==> src/hdl/text_console_character_engine_unit_macros.svh <==
// Assertion macros used by the console engine top level.
`ifndef TEXT_CONSOLE_CHARACTER_ENGINE_UNIT_MACROS_SVH
`define TEXT_CONSOLE_CHARACTER_ENGINE_UNIT_MACROS_SVH

// Same-cycle implication, checked on every rising edge outside reset.
`define TCCE_ASSERT_IMPL(lbl, clk, rst_n, ante, cons, msg) \
    lbl: assert property (@(posedge clk) disable iff (!rst_n) (ante) |-> (cons)) \
        else $error(msg);

// Next-cycle implication, checked on every rising edge outside reset.
`define TCCE_ASSERT_NEXT(lbl, clk, rst_n, ante, cons, msg) \
    lbl: assert property (@(posedge clk) disable iff (!rst_n) (ante) |=> (cons)) \
        else $error(msg);

`endif

==> src/hdl/tcce_pkg.sv <==
// Package with the request and result types, codes and constants of the console engine.
`timescale 1ns / 1ps

package tcce_pkg;

    // Default screen geometry and tab spacing.
    localparam int SCREEN_COLS_DEF = 80;
    localparam int SCREEN_ROWS_DEF = 25;
    localparam int TAB_STOP_DEF    = 8;

    // Depth of the command queue between the front and back parts.
    localparam int QUEUE_DEPTH = 2;

    // Attribute after reset: white on black.
    localparam logic [7:0] TEXT_ATTR_RESET = 8'h0F;

    // Cell width (character in the lower byte, attribute in the upper byte).
    localparam int CELL_W = 16;

    // Control characters and the blank character.
    localparam logic [7:0] CH_NEWLINE   = 8'h0A;
    localparam logic [7:0] CH_RETURN    = 8'h0D;
    localparam logic [7:0] CH_BACKSPACE = 8'h08;
    localparam logic [7:0] CH_TAB       = 8'h09;
    localparam logic [7:0] CH_SPACE     = 8'h20;

    // Operation codes of a request.
    typedef enum logic [2:0] {
        OP_PUT_CHAR     = 3'd0,
        OP_CLEAR        = 3'd1,
        OP_SET_POSITION = 3'd2,
        OP_WRITE_AT     = 3'd3,
        OP_READ_CELL    = 3'd4
    } t_op;

    // Work kinds after classification in the front part.
    typedef enum logic [3:0] {
        K_NOP       = 4'd0,
        K_NEWLINE   = 4'd1,
        K_RETURN    = 4'd2,
        K_BACKSPACE = 4'd3,
        K_TAB       = 4'd4,
        K_PRINT     = 4'd5,
        K_CLEAR     = 4'd6,
        K_SETPOS    = 4'd7,
        K_WRITE     = 4'd8,
        K_READ      = 4'd9
    } t_cmd_kind;

    // One input request.
    typedef struct packed {
        logic [2:0] operation;
        logic [7:0] char_code;
        logic [4:0] row;
        logic [6:0] col;
        logic [7:0] cell_attr;
    } t_in_item;

    // One result.
    typedef struct packed {
        logic [4:0]  cursor_row;
        logic [6:0]  cursor_col;
        logic [10:0] cursor_offset;
        logic [7:0]  read_char;
        logic [7:0]  read_attr;
        logic        scrolled;
    } t_out_item;

    // Classified command with the position already clamped to the screen.
    typedef struct packed {
        t_cmd_kind  kind;
        logic [7:0] char_code;
        logic [4:0] row;
        logic [6:0] col;
        logic [7:0] cell_attr;
    } t_cmd;

endpackage

==> src/hdl/tcce_queue.sv <==
// Short command queue between the front and back parts.
`timescale 1ns / 1ps

module tcce_queue #(
    parameter int DEPTH = tcce_pkg::QUEUE_DEPTH
) (
    input  logic           i_clk,
    input  logic           i_rst_n,
    input  logic           i_push,
    input  tcce_pkg::t_cmd i_cmd,
    output logic           o_full,
    output logic           o_valid,
    input  logic           i_pop,
    output tcce_pkg::t_cmd o_cmd
);

    localparam int AW = $clog2(DEPTH);
    localparam int CW = $clog2(DEPTH + 1);

    tcce_pkg::t_cmd r_mem [DEPTH];
    logic [AW-1:0]  r_wp;
    logic [AW-1:0]  r_rp;
    logic [CW-1:0]  r_count;
    logic [AW-1:0]  n_wp;
    logic [AW-1:0]  n_rp;
    logic [CW-1:0]  n_count;
    logic           do_push;
    logic           do_pop;

    assign o_full  = (r_count == CW'(DEPTH));
    assign o_valid = (r_count != '0);
    assign o_cmd   = r_mem[r_rp];
    assign do_push = i_push && !o_full;
    assign do_pop  = i_pop && o_valid;

    // Pointer and fill count update.
    always_comb begin
        n_wp    = r_wp;
        n_rp    = r_rp;
        n_count = r_count;
        if (do_push) begin
            n_wp = (r_wp == AW'(DEPTH - 1)) ? '0 : r_wp + 1'b1;
        end
        if (do_pop) begin
            n_rp = (r_rp == AW'(DEPTH - 1)) ? '0 : r_rp + 1'b1;
        end
        if (do_push && !do_pop) begin
            n_count = r_count + 1'b1;
        end else if (do_pop && !do_push) begin
            n_count = r_count - 1'b1;
        end
    end

    always_ff @(posedge i_clk) begin
        if (!i_rst_n) begin
            r_wp    <= '0;
            r_rp    <= '0;
            r_count <= '0;
        end else begin
            r_wp    <= n_wp;
            r_rp    <= n_rp;
            r_count <= n_count;
        end
    end

    // Queue storage needs no reset.
    always_ff @(posedge i_clk) begin
        if (do_push) begin
            r_mem[r_wp] <= i_cmd;
        end
    end

endmodule

==> config.mk <==
export PLATFORM = sky130hd
export DESIGN_NAME = tcce_queue
export DESIGN_NICKNAME = d
export VERILOG_FILES = /design/src/hdl/text_console_character_engine_unit_macros.svh /design/src/hdl/tcce_pkg.sv /design/src/hdl/tcce_queue.sv
export SDC_FILE = /design/constraint.sdc
export NUM_CORES = 1
export LEC_CHECK = 0
export BUFFER_PORTS_ARGS = -buffer_cell sky130_fd_sc_hd__buf_4
export CORE_MARGIN = 2
export CORE_UTILIZATION = 55
export CTS_CLUSTER_SIZE = 24
export DETAILED_ROUTE_END_ITERATION = 8
export GPL_ROUTABILITY_DRIVEN = 0
export PLACE_DENSITY = 0.83
export SYNTH_ARGS = -nofsm -noshare
export SYNTH_HDL_FRONTEND = slang
export SYNTH_SLANG_ARGS = --single-unit
==> constraint.sdc <==
create_clock -name i_clk -period 5.8 [get_ports i_clk]
set_input_delay 1.16 -clock i_clk [delete_from_list [all_inputs] [get_ports i_clk]]
set_output_delay 1.16 -clock i_clk [all_outputs]
set_load 0.02 [all_outputs]
==> reports/results.txt <==
f_max -> 0.355 GHz
Synth Area in Simple Gates -> 2.27%
DP Area -> 0.00313 mm2
Hold-fix buffers, CTS -> 0
critical path capture point type -> output pin
EDFF count, synth -> 64
Clk Latency, worst-skew pair -> 320 ps
post-synthesis xor/xnor area fraction -> 1.03%
syn_nets -> 162
largest family of logic cells by synthesized area -> multiplexers
critical path launch point type -> flop
Post-Route WL -> 4580 um
post-synthesis async set-or-reset flop share -> 0%
share of layout cells above drive strength 1 -> 54.5%
top_reg_cell synth -> edfxtp_1
GRT Util Overall -> 18.9%
antenna-violating nets left -> 0
Ys Warns -> 0
Die Ht -> 71.9 um
synthesized cell area -> 0.00254 mm2
setup bufs post-CTS -> 0
n_diodes -> 0
DR vias/cell -> 5.25
WL per Instance -> 17.5 um
worst-margin pin slew -> 603 ps
#FFs+latches synth -> 69
P per Cell Area -> 447 mW/mm2
post-route cell area -> 0.00331 mm2
Sum Neg Setup Slack -> 0 ps
Initial Utilization -> 57.5%
Worst VDD drop -> 0.000294 V
unique cell type count in the Yosys netlist -> 22
Leakage -> 1.26 nW
filler cell count -> 265
sequential cell area fraction in the yosys report -> 79.6%
first-pass GRT wire length -> 7090 um
cell row count -> 24
detailed router's first-iteration violation count -> 98
HPWL after DPL -> 3110 um
Final min period -> 2820 ps
IO Pins -> 70
fin. max-slew vios -> 0
post-cts sizing count -> 0
CP Max Fanout -> 29
mux contribution to synthesized area -> 14.2%
Slew HR -> 59.7%
worst hold margin -> 553 ps
Post-Layout Cell Count -> 261
Sink Count -> 69
Worst-path clk slew -> 70 ps
Max Cap Violations -> 0
vias in the first global route -> 1,487
R2R Setup Slk -> 3900 ps
Root Buffer -> clkbuf_8
RSZ-0062 raised after global routing -> false
DIE WIDTH -> 71.9 um
# DRC -> 0
Remaining Overflow, GRT -> 0
Post-Syn Area per Cell -> 20.3 um2
placed cells -> 245
CTS Buf Count -> 9
clk buf depth -> 2
pin count of the biggest net entering global routing -> 33
Final Hold Viols -> 0
Register Area -> 0.00202 mm2
Arr. time, crit path -> 1660 ps
Setup Skew -> 7.30 ps
Tcrit/Tclk final -> 48.6%
Hold Path Class -> flop to flop
Area Growth Syn to Fin -> 30.5%
Synth Instances -> 125
critical setup path kind -> flop to output pin
Vias -> 1,370
Post-Synth Adder-Cell Area -> 0.493%
Synth Area in Compound Gates -> 1.28%
DR pass1 iterations -> 4
area of the multi-input gates -> 495 um2
setup violators final -> 0
CTS HTree Levels -> 3
final core occ -> 75.0%
initial antenna violation count -> 0
core box area -> 0.00441 mm2
CTS tree -> built
Critical Path RT -> 4640 ps
Final #Nets -> 241
port bufs -> 69
outcome -> finished clean
DIE AREA -> 0.00518 mm2
cell usage after synthesis (2+ instances only):
| cell type | number | area (um2) |
|---|---|---|
| edfxtp_1 | 64 | 1920 |
| mux2_2 | 27 | 304 |
| dfxtp_1 | 5 | 100 |
| mux2_1 | 5 | 56.3 |
| buf_2 | 4 | 20.0 |
| and2_1 | 3 | 18.8 |
| xnor2_1 | 2 | 17.5 |
area by class of cell:
| class | count | share of cell area, % |
|---|---|---|
| Clock buffer | 10 | 3.85 |
| Clock inverter | 6 | 1.62 |
| Inverter | 2 | 0.227 |
| Multi-Input combinational cell | 50 | 15.0 |
| Sequential cell | 69 | 61.1 |
| Tap cell | 52 | 1.96 |
| Timing Repair Buffer | 72 | 16.3 |
worst max-delay path: stages, from the launching register on:
cell,delay [ps]
dfxtp_1,390
buf_4,390
mux2_2,400
buf_4,160
routing by layer:
layer	global-route usage, %	up-vias	wire length [um]
met5	0	-	0
met3	7.92	8	279
met1	20.4	676	1790
met4	9.85	0	85
li1	-	637	-
met2	32.0	49	2420
cells in the final DEF (no fill, tap or decap), types with 2 or more instances in the layout:
cell type,n
buf_4,72
and2_1,3
mux2_2,27
dfxtp_1,5
edfxtp_1,64
clkinv_1,3
clkbuf_8,9
mux2_1,5
xnor2_1,2
state kept, by name, summed over array words and instances (netlist names), named ones only:
register,count
r_rp,1
r_wp,1
r_mem,64
r_count,2
where the power goes:
group | leakage, nW | total (mW) | switching, mW | internal [mW]
clock network | 0.0888 | 0.356 | 0.162 | 0.194
registers | 0.639 | 0.653 | 0.0261 | 0.627
logic | 0.531 | 0.471 | 0.252 | 0.218
stage by stage:
stage               worst slack (ps)  power (mW)
floorplan                       2850       0.950
global placement                3270        1.12
detailed placement              3210        1.14
CTS                             2950        1.49
global route                    2880        1.54
finish                          2980        1.48
path summary, 6_finish.rpt:
path,start,endpoint,depth (start not counted)
worst max register to register,r_count[0],r_mem[0][5],4
worst min register to register,r_count[1],r_count[1],2
worst max-delay path,flop,o_cmd[25],3
worst min-delay path,r_count[1],r_count[1],2
kinds of logic (layout without fill, tap and decap cells):
kind of cell               after synthesis  count (layout)
and+or+nand+nor                          9               9
xor gates and xnor gates                 3               3
muxes                                   32              32
DFF                                     69              69
buffers and inverters                    6              90
adders and majority gates                1               1
AOI/OAI and AO/OA                        5               5
No activity file was read; power rests on OpenSTA's default activity.
