===== src/hdl/text_console_character_engine_unit_macros.svh =====
// Assertion macros used by the console engine top level.
`ifndef TEXT_CONSOLE_CHARACTER_ENGINE_UNIT_MACROS_SVH
`define TEXT_CONSOLE_CHARACTER_ENGINE_UNIT_MACROS_SVH

// Same-cycle implication, checked on every rising edge outside reset.
`define TCCE_ASSERT_IMPL(lbl, clk, rst_n, ante, cons, msg) \
    lbl: assert property (@(posedge clk) disable iff (!rst_n) (ante) |-> (cons)) \
        else $error(msg);

// Next-cycle implication, checked on every rising edge outside reset.
`define TCCE_ASSERT_NEXT(lbl, clk, rst_n, ante, cons, msg) \
    lbl: assert property (@(posedge clk) disable iff (!rst_n) (ante) |=> (cons)) \
        else $error(msg);

`endif


===== src/hdl/tcce_pkg.sv =====
// Package with the request and result types, codes and constants of the console engine.
`timescale 1ns / 1ps

package tcce_pkg;

    // Default screen geometry and tab spacing.
    localparam int SCREEN_COLS_DEF = 80;
    localparam int SCREEN_ROWS_DEF = 25;
    localparam int TAB_STOP_DEF    = 8;

    // Depth of the command queue between the front and back parts.
    localparam int QUEUE_DEPTH = 2;

    // Attribute after reset: white on black.
    localparam logic [7:0] TEXT_ATTR_RESET = 8'h0F;

    // Cell width (character in the lower byte, attribute in the upper byte).
    localparam int CELL_W = 16;

    // Control characters and the blank character.
    localparam logic [7:0] CH_NEWLINE   = 8'h0A;
    localparam logic [7:0] CH_RETURN    = 8'h0D;
    localparam logic [7:0] CH_BACKSPACE = 8'h08;
    localparam logic [7:0] CH_TAB       = 8'h09;
    localparam logic [7:0] CH_SPACE     = 8'h20;

    // Operation codes of a request.
    typedef enum logic [2:0] {
        OP_PUT_CHAR     = 3'd0,
        OP_CLEAR        = 3'd1,
        OP_SET_POSITION = 3'd2,
        OP_WRITE_AT     = 3'd3,
        OP_READ_CELL    = 3'd4
    } t_op;

    // Work kinds after classification in the front part.
    typedef enum logic [3:0] {
        K_NOP       = 4'd0,
        K_NEWLINE   = 4'd1,
        K_RETURN    = 4'd2,
        K_BACKSPACE = 4'd3,
        K_TAB       = 4'd4,
        K_PRINT     = 4'd5,
        K_CLEAR     = 4'd6,
        K_SETPOS    = 4'd7,
        K_WRITE     = 4'd8,
        K_READ      = 4'd9
    } t_cmd_kind;

    // One input request.
    typedef struct packed {
        logic [2:0] operation;
        logic [7:0] char_code;
        logic [4:0] row;
        logic [6:0] col;
        logic [7:0] cell_attr;
    } t_in_item;

    // One result.
    typedef struct packed {
        logic [4:0]  cursor_row;
        logic [6:0]  cursor_col;
        logic [10:0] cursor_offset;
        logic [7:0]  read_char;
        logic [7:0]  read_attr;
        logic        scrolled;
    } t_out_item;

    // Classified command with the position already clamped to the screen.
    typedef struct packed {
        t_cmd_kind  kind;
        logic [7:0] char_code;
        logic [4:0] row;
        logic [6:0] col;
        logic [7:0] cell_attr;
    } t_cmd;

endpackage


===== src/hdl/tcce_front.sv =====
// Front part: accepts requests, clamps positions and classifies the work.
`timescale 1ns / 1ps

module tcce_front #(
    parameter int SCREEN_COLS = tcce_pkg::SCREEN_COLS_DEF,
    parameter int SCREEN_ROWS = tcce_pkg::SCREEN_ROWS_DEF
) (
    input  logic               i_valid,
    output logic               o_ready,
    input  tcce_pkg::t_in_item i_item,
    input  logic               i_q_full,
    output logic               o_push,
    output tcce_pkg::t_cmd     o_cmd
);

    logic [31:0] row32;
    logic [31:0] col32;
    logic [31:0] last_row32;
    logic [31:0] last_col32;

    // A request is taken whenever the queue has room.
    assign o_ready = !i_q_full;
    assign o_push  = i_valid && !i_q_full;

    // Clamp the position; the clamped value never exceeds the field value.
    always_comb begin
        row32      = 32'(i_item.row);
        col32      = 32'(i_item.col);
        last_row32 = 32'(SCREEN_ROWS - 1);
        last_col32 = 32'(SCREEN_COLS - 1);
        if (row32 > last_row32) begin
            row32 = last_row32;
        end
        if (col32 > last_col32) begin
            col32 = last_col32;
        end
    end

    // Classify the request into one kind of work for the back part.
    always_comb begin
        o_cmd.char_code = i_item.char_code;
        o_cmd.row       = row32[4:0];
        o_cmd.col       = col32[6:0];
        o_cmd.cell_attr = i_item.cell_attr;
        case (i_item.operation)
            tcce_pkg::OP_PUT_CHAR: begin
                case (i_item.char_code)
                    tcce_pkg::CH_NEWLINE:   o_cmd.kind = tcce_pkg::K_NEWLINE;
                    tcce_pkg::CH_RETURN:    o_cmd.kind = tcce_pkg::K_RETURN;
                    tcce_pkg::CH_BACKSPACE: o_cmd.kind = tcce_pkg::K_BACKSPACE;
                    tcce_pkg::CH_TAB:       o_cmd.kind = tcce_pkg::K_TAB;
                    default:                o_cmd.kind = tcce_pkg::K_PRINT;
                endcase
            end
            tcce_pkg::OP_CLEAR:        o_cmd.kind = tcce_pkg::K_CLEAR;
            tcce_pkg::OP_SET_POSITION: o_cmd.kind = tcce_pkg::K_SETPOS;
            tcce_pkg::OP_WRITE_AT:     o_cmd.kind = tcce_pkg::K_WRITE;
            tcce_pkg::OP_READ_CELL:    o_cmd.kind = tcce_pkg::K_READ;
            default:                   o_cmd.kind = tcce_pkg::K_NOP;
        endcase
    end

endmodule


===== config.mk =====
export PLATFORM = sky130hd
export DESIGN_NAME = tcce_front
export DESIGN_NICKNAME = d
export VERILOG_FILES = /design/src/hdl/text_console_character_engine_unit_macros.svh /design/src/hdl/tcce_pkg.sv /design/src/hdl/tcce_front.sv
export SDC_FILE = /design/constraint.sdc
export NUM_CORES = 1
export LEC_CHECK = 0
export BUFFER_PORTS_ARGS = -buffer_cell sky130_fd_sc_hd__buf_2
export CAP_MARGIN = 20
export CORE_AREA = 2 2 39 41
export DETAILED_ROUTE_END_ITERATION = 10
export DIE_AREA = 0 0 41 43
export PLACE_DENSITY = 0.8
export SLEW_MARGIN = 20
export SYNTH_ARGS = -nofsm -noshare
export SYNTH_HDL_FRONTEND = slang
export SYNTH_SLANG_ARGS = --single-unit

===== constraint.sdc =====
create_clock -name vclk -period 0.8
set_input_delay 0.04 -clock vclk [all_inputs]
set_output_delay 0.04 -clock vclk [all_outputs]
set_load 0.01 [all_outputs]

==> results.cfg, run 1 <==
[status]
run_status = finished, violations left
violations = setup timing

[grt]
antenna_found_initial = 0
grt_pass1_vias = 352
grt_usage_pct = 10.7
met3_usage_pct = 0.524
grt_start_max_net_pins = 6
grt_busiest_layer = met2
grt_first_pass_wirelength_um = 1410
grt_overflow = 0
grt_util_met2_pct = 19.1
grtUsageMet1_pct = 12.7

[route]
wirelength_um = 988
drt_iter0_markers = 1
wire_per_inst_um = 10.2
vias_per_cell = 4.57
firstDrtPassIters = 4
drtAntennaViolNets = 0
vias = 443
drt_drc_violations_left = 0

[floorplanning]
start_util_pct = 23.3
coreArea_mm2 = 0.00138
die_y_um = 43
rows = 14
ios = 67
die_w_um = 41
die-area_mm2 = 0.00176

[layout]
seqCellArea_um2 = 0
final_core_util_pct = 35.2
area_growth_pct = 50.8
nets = 116
layout-drive-gt1-share_pct = 66.7
fillers = 161
multi_input_area_um2 = 195
clockBufferCount = 0
nFlopsAndLatches = 0
num_antenna_cells = 0

[yosys]
synth_cell_types = 18
ys_seq_area_share_pct = 0
synth_area_um2 = 323
syn_nets = 82
synthTopCellsByArea = buf_4 (37%), nand2b_1 (12%), nor4_2 (7.8%)
syn_inst = 49
syn_area_per_cell_um2 = 6.59
yosysTopAreaCellShare_pct = 37.2
synth_warnings = 0
yosys.area.top_type = buf_4

[critical_path]
crit_buf_inv = 2
critPathMaxFanout = 3
crit_required_ns = 0.76
cp_slowest_cell = nor4_2
worstPathCellList = buf_2 > nand2b_4 > nor4_2 > a31oi_1 > buf_2
critPathTopFamily = simple AND/OR/NAND/NOR gates
cp_slowest_stage_delay_ns = 0.22
cp.depth = 5
endpoint_kind = output pin
cpMostUsedCell = buf_2
worstSetupPathType = in -> out
critPathLaunchType = input pin
crit_arrival_ns = 0.78

[timing]
max_slew_margin_pct = 79.2
tns_ns = -0.0502
rsz0062_at_grt = yes
holdWs_ns = 0.0800
fmax_ghz = 1.22
slew_violations = 0
finalCriticalPeriod_ns = 0.822
worst_slack_ns = -0.0216
timing.final.crit_share_pct = 103
worstMarginPinSlew_ns = 0.309
setup_viol = 3
final_hold_viol_count = 0

[worst_hold_path]
hold_class = in -> out
hp-start = i_item[3]
min_to = o_cmd[3]
hold_depth = 0

[placed_design]
place_congestion = 0.630
place_ws_ns = -0.0711
port_buffers = 51

[power]
p_per_area_mw_per_mm2 = 554
peakVddDrop_mv = 0.185
p_leak_nw = 0.279

[flow_run]
drv_cap = 0
==> through the flow <==
step / total power, mW / area [um^2] / cells
after floorplan: 0.176 / 323 / 49
after global placement: 0.255 / 467 / 97
after detailed placement: 0.260 / 467 / 97
after CTS: 0.272 / 487 / 97
after global routing: 0.297 / 487 / 97
final: 0.270 / 487 / 97
==> worst max-delay path by stage <==
stage                          start        end
after detailed placement  i_item[25]  o_cmd[29]
final                     i_item[25]  o_cmd[30]
after CTS                 i_item[26]  o_cmd[29]
after global placement    i_item[25]  o_cmd[29]
after floorplan           i_item[25]  o_cmd[29]
after global routing      i_item[26]  o_cmd[29]
==> area by class of cell <==
type	instances	share of cell area, %
multi-input combinational	29	40.1
tap	16	4.11
inverter	1	0.771
timing repair buffer	51	55.0
==> routing by layer <==
layer	part of all wire (%)	wire length, um	up-vias
met4	1.4	14	0
met2	51	500	32
li1	-	-	209
met3	12	116	2
met1	36	357	200
met5	0	0	-
==> kinds of logic (layout without fill, tap and decap cells) <==
group                  Yosys count  count (layout)  synth area share, %
buffers and inverters           20              52                 41.9
AND/OR/NAND/NOR                 21              21                 43.4
AO/OA/AOI/OAI                    7               7                 12.0
XOR/XNOR                         1               1                 2.71
==> Yosys cell counts <==
| master | number |
|---|---|
| a21o_1 | 1 |
| a21oi_1 | 2 |
| a31oi_1 | 1 |
| and2_1 | 3 |
| buf_4 | 16 |
| clkbuf_1 | 3 |
| inv_1 | 1 |
| nand2_1 | 3 |
| nand2b_1 | 6 |
| nand3b_1 | 1 |
| nand4b_1 | 1 |
| nor2_1 | 1 |
| nor2b_1 | 3 |
| nor4_2 | 2 |
| nor4b_1 | 1 |
| o21ai_0 | 2 |
| o21ai_1 | 1 |
| xnor2_1 | 1 |
==> repair_timing <==
item | 4_1_cts | 5_1_grt
setup endpoints to repair | 3 | 3
setup buffers | 0 | 0
hold endpoints to repair | 0 | 0
gates resized for setup | 5 | 0
hold buffers | 0 | 0
pin swaps | 3 | 0
==> cell usage in the layout, fill, tap and decap left out <==
| master | instances |
|---|---|
| a21o_1 | 1 |
| a21oi_1 | 2 |
| a31oi_1 | 1 |
| and2_1 | 3 |
| buf_2 | 49 |
| buf_6 | 2 |
| inv_1 | 1 |
| nand2_1 | 3 |
| nand2b_1 | 5 |
| nand2b_4 | 1 |
| nand3b_1 | 1 |
| nand4b_1 | 1 |
| nor2_1 | 1 |
| nor2b_1 | 3 |
| nor4_2 | 2 |
| nor4b_1 | 1 |
| o21ai_0 | 2 |
| o21ai_1 | 1 |
| xnor2_1 | 1 |
==> power breakdown <==
group | switching, mW | leakage, nW | internal [mW] | total, mW
logic | 0.133 | 0.279 | 0.136 | 0.270
clock network | 0 | 0 | 0 | 0
registers | 0 | 0 | 0 | 0
Note: power is estimated with default switching activity, not from simulation.
==> run 2, diff against run 1 <==
==> constraint.sdc (replaced) <==
create_clock -name vclk -period 0.8
set_input_delay 0.16 -clock vclk [all_inputs]
set_output_delay 0.16 -clock vclk [all_outputs]
set_load 0.01 [all_outputs]
==> run 2 against run 1 <==
Sequential share of layout area unchanged. Wire length increased by 5.5%. Largest cell class unchanged. Die area unchanged. Global-route usage increased by 1.1 points. The run still ends with setup timing left. Total power increased by 16%. Final area increased by 16%. Maximum frequency decreased by 23%. Highest routed layer is now met3. Hold slack improved by 0.24 ns. Largest power group unchanged. Core utilization increased by 5.6 points. First-iteration DRC count increased to 5.0 times the previous value.
==> results.cfg, run 2 (synthesis results as in run 1) <==
[timing]
holdWs_ns = 0.320
setup_viol = 5
tns_ns = -0.803
worstMarginPinSlew_ns = 0.279
fmax_ghz = 0.933
finalCriticalPeriod_ns = 1.07
worst_slack_ns = -0.272
timing.final.crit_share_pct = 134
rsz0062_at_grt = yes
final_hold_viol_count = 0
slew_violations = 0
max_slew_margin_pct = 81.2

[power]
p_int_uw = 165
peakVddDrop_mv = 0.198
p_per_area_mw_per_mm2 = 552
p_seq_share_pct = 0
power_frac_clock_pct = 0
p_switching_uw = 147
pwr-share-comb_pct = 100.0
swShare_pct = 47.2
p_leak_nw = 0.302
totalPowerFinal_uw = 312

[floorplanning]
rows = 14
die_y_um = 43
start_util_pct = 23.3
die_w_um = 41
coreArea_mm2 = 0.00138
die-area_mm2 = 0.00176
ios = 67

[grt]
grt_first_pass_wirelength_um = 1520
antenna_found_initial = 0
grt_start_max_net_pins = 6
grt_pass1_vias = 382
grt_usage_pct = 11.8
grt_overflow = 0

[layout]
final_cells = 98
seqCellArea_um2 = 0
nets = 117
nFlopsAndLatches = 0
layout-drive-gt1-share_pct = 72.0
area_growth_pct = 74.8
layout_common_cells = buf_2 (45), nand2b_1 (5)
final_common_cell = buf_2
clockBufferCount = 0
num_antenna_cells = 0

[placed_design]
hpwl_um = 827
place_congestion = 0.592
place_ws_ns = -0.295
dp_cells = 98
port_buffers = 51

[critical_path]
crit_arrival_ns = 0.91
critPathMaxFanout = 3
endpoint_kind = output pin
crit_required_ns = 0.64
worstSetupPathType = in -> out
critPathLaunchType = input pin

[worst_hold_path]
hold_class = in -> out

[clocking]
cts_setup_buffers = 0
cts_hold_buffers = 0

[route]
vias_per_cell = 4.27
drtAntennaViolNets = 0
drt_drc_violations_left = 0
wirelength_um = 1040
wire_per_inst_um = 10.6
vias = 418
drt_iter0_markers = 5
firstDrtPassIters = 4

[status]
run_status = finished, violations left
violations = setup timing

[flow_run]
drv_cap = 0
==> run 2: power by group through the flow <==
| stage | registers (mW) | clock network (mW) | logic (mW) |
|---|---|---|---|
| floorplan | 0 | 0 | 0.180 |
| global placement | 0 | 0 | 0.264 |
| detailed placement | 0 | 0 | 0.269 |
| CTS | 0 | 0 | 0.305 |
| global route | 0 | 0 | 0.343 |
| finish | 0 | 0 | 0.312 |
==> run 2: repair_timing <==
item	CTS	global route
gates resized for setup	17	4
endpoints found under the setup margin	8	10
pin swaps	7	3
cloned	0	0
==> run 2: layout make-up <==
cell class | instances | area (um^2)
inverters | 1 | 3.75
well taps | 16 | 20.0
multi-input cells | 29 | 229
fillers | 157 | 820
repair buffers | 52 | 312
==> run 2: worst paths after layout <==
kind  slack [ns]  depth (start not counted)       start        end
max        -0.27                          5  i_item[25]  o_cmd[30]
min         0.32                          0   i_item[2]   o_cmd[2]
==> run 2: worst max-delay path, stage by stage <==
cell and delay (ns):
buf_2 0.12, nand2b_4 0.14, nor4_2 0.20, a31oi_1 0.14
buf_2 0.15
==> run 2: metal layers <==
layer  GRT usage (%)  up-vias  routed length [um]
li1                -      212                   -
met5               0        -                   0
met2            25.3       17                 659
met4               0        0                   0
met1            11.7      189                 302
met3               0        0                  80
==> run 2: stage by stage <==
step	utilization [%]	cell area, um^2
2_1_floorplan	-	335
3_3_place_gp	35.2	487
3_5_place_dp	35.2	487
4_1_cts	39.9	552
5_1_grt	40.8	564
6_report	40.8	564
==> run 3, diff against run 2 <==
--- a/config.mk
+++ b/config.mk
@@ -5,12 +5,13 @@
 export SDC_FILE = /design/constraint.sdc
 export NUM_CORES = 1
 export LEC_CHECK = 0
+export ABC_AREA = 1
 export BUFFER_PORTS_ARGS = -buffer_cell sky130_fd_sc_hd__buf_2
 export CAP_MARGIN = 20
-export CORE_AREA = 2 2 39 41
+export CORE_UTILIZATION = 31
 export DETAILED_ROUTE_END_ITERATION = 10
-export DIE_AREA = 0 0 41 43
-export PLACE_DENSITY = 0.8
+export GPL_TIMING_DRIVEN = 0
+export PLACE_DENSITY = 0.85
 export SLEW_MARGIN = 20
 export SYNTH_ARGS = -nofsm -noshare
 export SYNTH_HDL_FRONTEND = slang
==> run 3 against run 2 <==
Die area shrank 9.9%. Critical path type unchanged. Wire length grew 22%. Highest routed layer unchanged. Largest power group unchanged. Maximum frequency grew 8.8%. Critical path depth grew 4. Core utilization grew 29 points. Flip-flop and latch count is the same. Final cell count grew 63%. The flow still finishes with violations (setup timing). Hold slack gained 0.18 ns. Critical endpoint is now o_cmd[29]. Synthesized cell count grew 73%. Area after synthesis grew 38%. Total power grew 56%. Final area grew 63%.
==> results.cfg, run 3 <==
[placed_design]
place_congestion = 0.649
place_ws_ns = -0.205
port_buffers = 59
hpwl_um = 1010
post_dp_cell_area_um2 = 758

[grt]
grt_busiest_layer = met2
grt_first_pass_wirelength_um = 1480
grt_pass1_vias = 445
grt_util_met2_pct = 30.3
grt_usage_pct = 12.8
antenna_found_initial = 0
grt_overflow = 0
grt_start_max_net_pins = 6
grtUsageMet1_pct = 11.8
met3_usage_pct = 0

[timing]
slew_violations = 0
setup_viol = 8
holdWs_ns = 0.504
fmax_ghz = 1.02
finalCriticalPeriod_ns = 0.985
rsz0062_at_grt = yes
final_hold_viol_count = 0
timing.final.crit_share_pct = 123
max_slew_margin_pct = 89.0
worstMarginPinSlew_ns = 0.164
worst_slack_ns = -0.185

[layout]
seqCellArea_um2 = 0
layout_common_cells = buf_2 (47), nand2_1 (20), buf_4 (17), inv_1 (11), buf_6 (8)
final_core_util_pct = 69.8
num_antenna_cells = 0
clockBufferCount = 0
area_growth_pct = 107
stdcell_area_um2 = 920
nFlopsAndLatches = 0
fillers = 114
nets = 180
layout-drive-gt1-share_pct = 70.3
final_common_cell = buf_2

[route]
wire_per_inst_um = 7.96
drt_drc_violations_left = 0
wirelength_um = 1270
drt_iter0_markers = 3
drtAntennaViolNets = 0
vias_per_cell = 4.14
vias = 662
firstDrtPassIters = 2

[critical_path]
critPathMaxFanout = 4
cpMostUsedCell = nand2_1
crit_buf_inv = 3
endpoint_kind = output pin
crit_arrival_ns = 0.83
cp.depth = 9
crit_start = i_item[26]
critPathLaunchType = input pin
crit_required_ns = 0.64
endpoint = o_cmd[29]
worstSetupPathType = in -> out
cp_slowest_cell = nor2_8
critPathTopFamily = simple AND/OR/NAND/NOR gates
worstPathCellList = buf_8 > inv_4 > nand2_4 > nor2_8 > nand2_4 > nand2_1 > nand2_1 > nand2_1 > buf_2
cp_slowest_stage_delay_ns = 0.13

[floorplanning]
ios = 67
die_y_um = 39.9
die-area_mm2 = 0.00159
rows = 13
coreArea_mm2 = 0.00132
die_w_um = 39.9
start_util_pct = 33.7

[power]
peakVddDrop_mv = 0.295
p_leak_nw = 0.606
totalPowerFinal_uw = 487
p_per_area_mw_per_mm2 = 529

[yosys]
synthTopCellsByArea = buf_4 (27%), nand2_1 (19%), inv_1 (14%)
synth_cell_types = 17
syn_area_per_cell_um2 = 5.23
yosys-top-cells-count = nand2_1 (23), inv_1 (17), buf_4 (16)
ys_seq_area_share_pct = 0
yosys.area.top_type = buf_4
synth_area_um2 = 444
yosysTopAreaCellShare_pct = 27.0
synth_most_common_cell = nand2_1
synth_warnings = 0
syn_inst = 85
syn_nets = 118

[status]
run_status = finished, violations left
violations = setup timing

[flow_run]
drv_cap = 0

[clocking]
cts_hold_buffers = 0

[worst_hold_path]
hold_class = in -> out
run 3: changes by cell type after synthesis, moves of 4 or more:
cell	previous run	this run
nand2b_1	6	0
inv_2	0	4
nand2_1	3	23
nor2_1	1	6
inv_1	1	17
run 3: where the power goes:
part           total (mW)  internal [mW]  switching [mW]
Combinational       0.487          0.261           0.226
Sequential              0              0               0
Clock                   0              0               0
run 3: layout make-up:
cell class	instances	area [um^2]	share of cell area [%]
inverters	21	93.8	10.2
multi-input cells	45	283	30.7
well taps	15	18.8	2.04
repair buffers	60	393	42.7
plain buffers	19	131	14.3
run 3: what timing repair did:
| item | 4_1_cts | 5_1_grt |
|---|---|---|
| endpoints found under the setup margin | 10 | 11 |
| buffers inserted | 0 | 1 |
| gates resized for setup | 24 | 20 |
| pin swaps | 9 | 12 |
run 3: how the worst min path moves through the flow:
stage | slack, ns | endpoint | from | cells past startpoint
floorplan | 0.36 | o_ready | i_q_full | 1
global placement | 0.50 | o_cmd[3] | i_item[3] | 2
detailed placement | 0.50 | o_cmd[2] | i_item[2] | 2
CTS | 0.51 | o_cmd[2] | i_item[2] | 2
global route | 0.51 | o_cmd[0] | i_item[0] | 2
finish | 0.50 | o_cmd[7] | i_item[7] | 2
run 3: kinds of logic after synthesis:
family                 count (synthesis)  share of synthesized area (%)
AO/OA/AOI/OAI                          6                           8.45
buffers and inverters                 40                           47.3
AND/OR/NAND/NOR                       39                           44.2
run 3: layer usage:
metal | vias to the layer above | wire length, um
met3 | 0 | 129
met4 | 0 | 0
met1 | 273 | 375
met5 | - | 0
met2 | 43 | 767
li1 | 346 | -
run 3: through the flow:
step | instances | TNS (ns)
2_1_floorplan | 85 | 0
3_3_place_gp | 159 | -0.792
3_5_place_dp | 159 | -1.02
4_1_cts | 159 | -0.592
5_1_grt | 160 | -1.01
6_report | 160 | -0.596
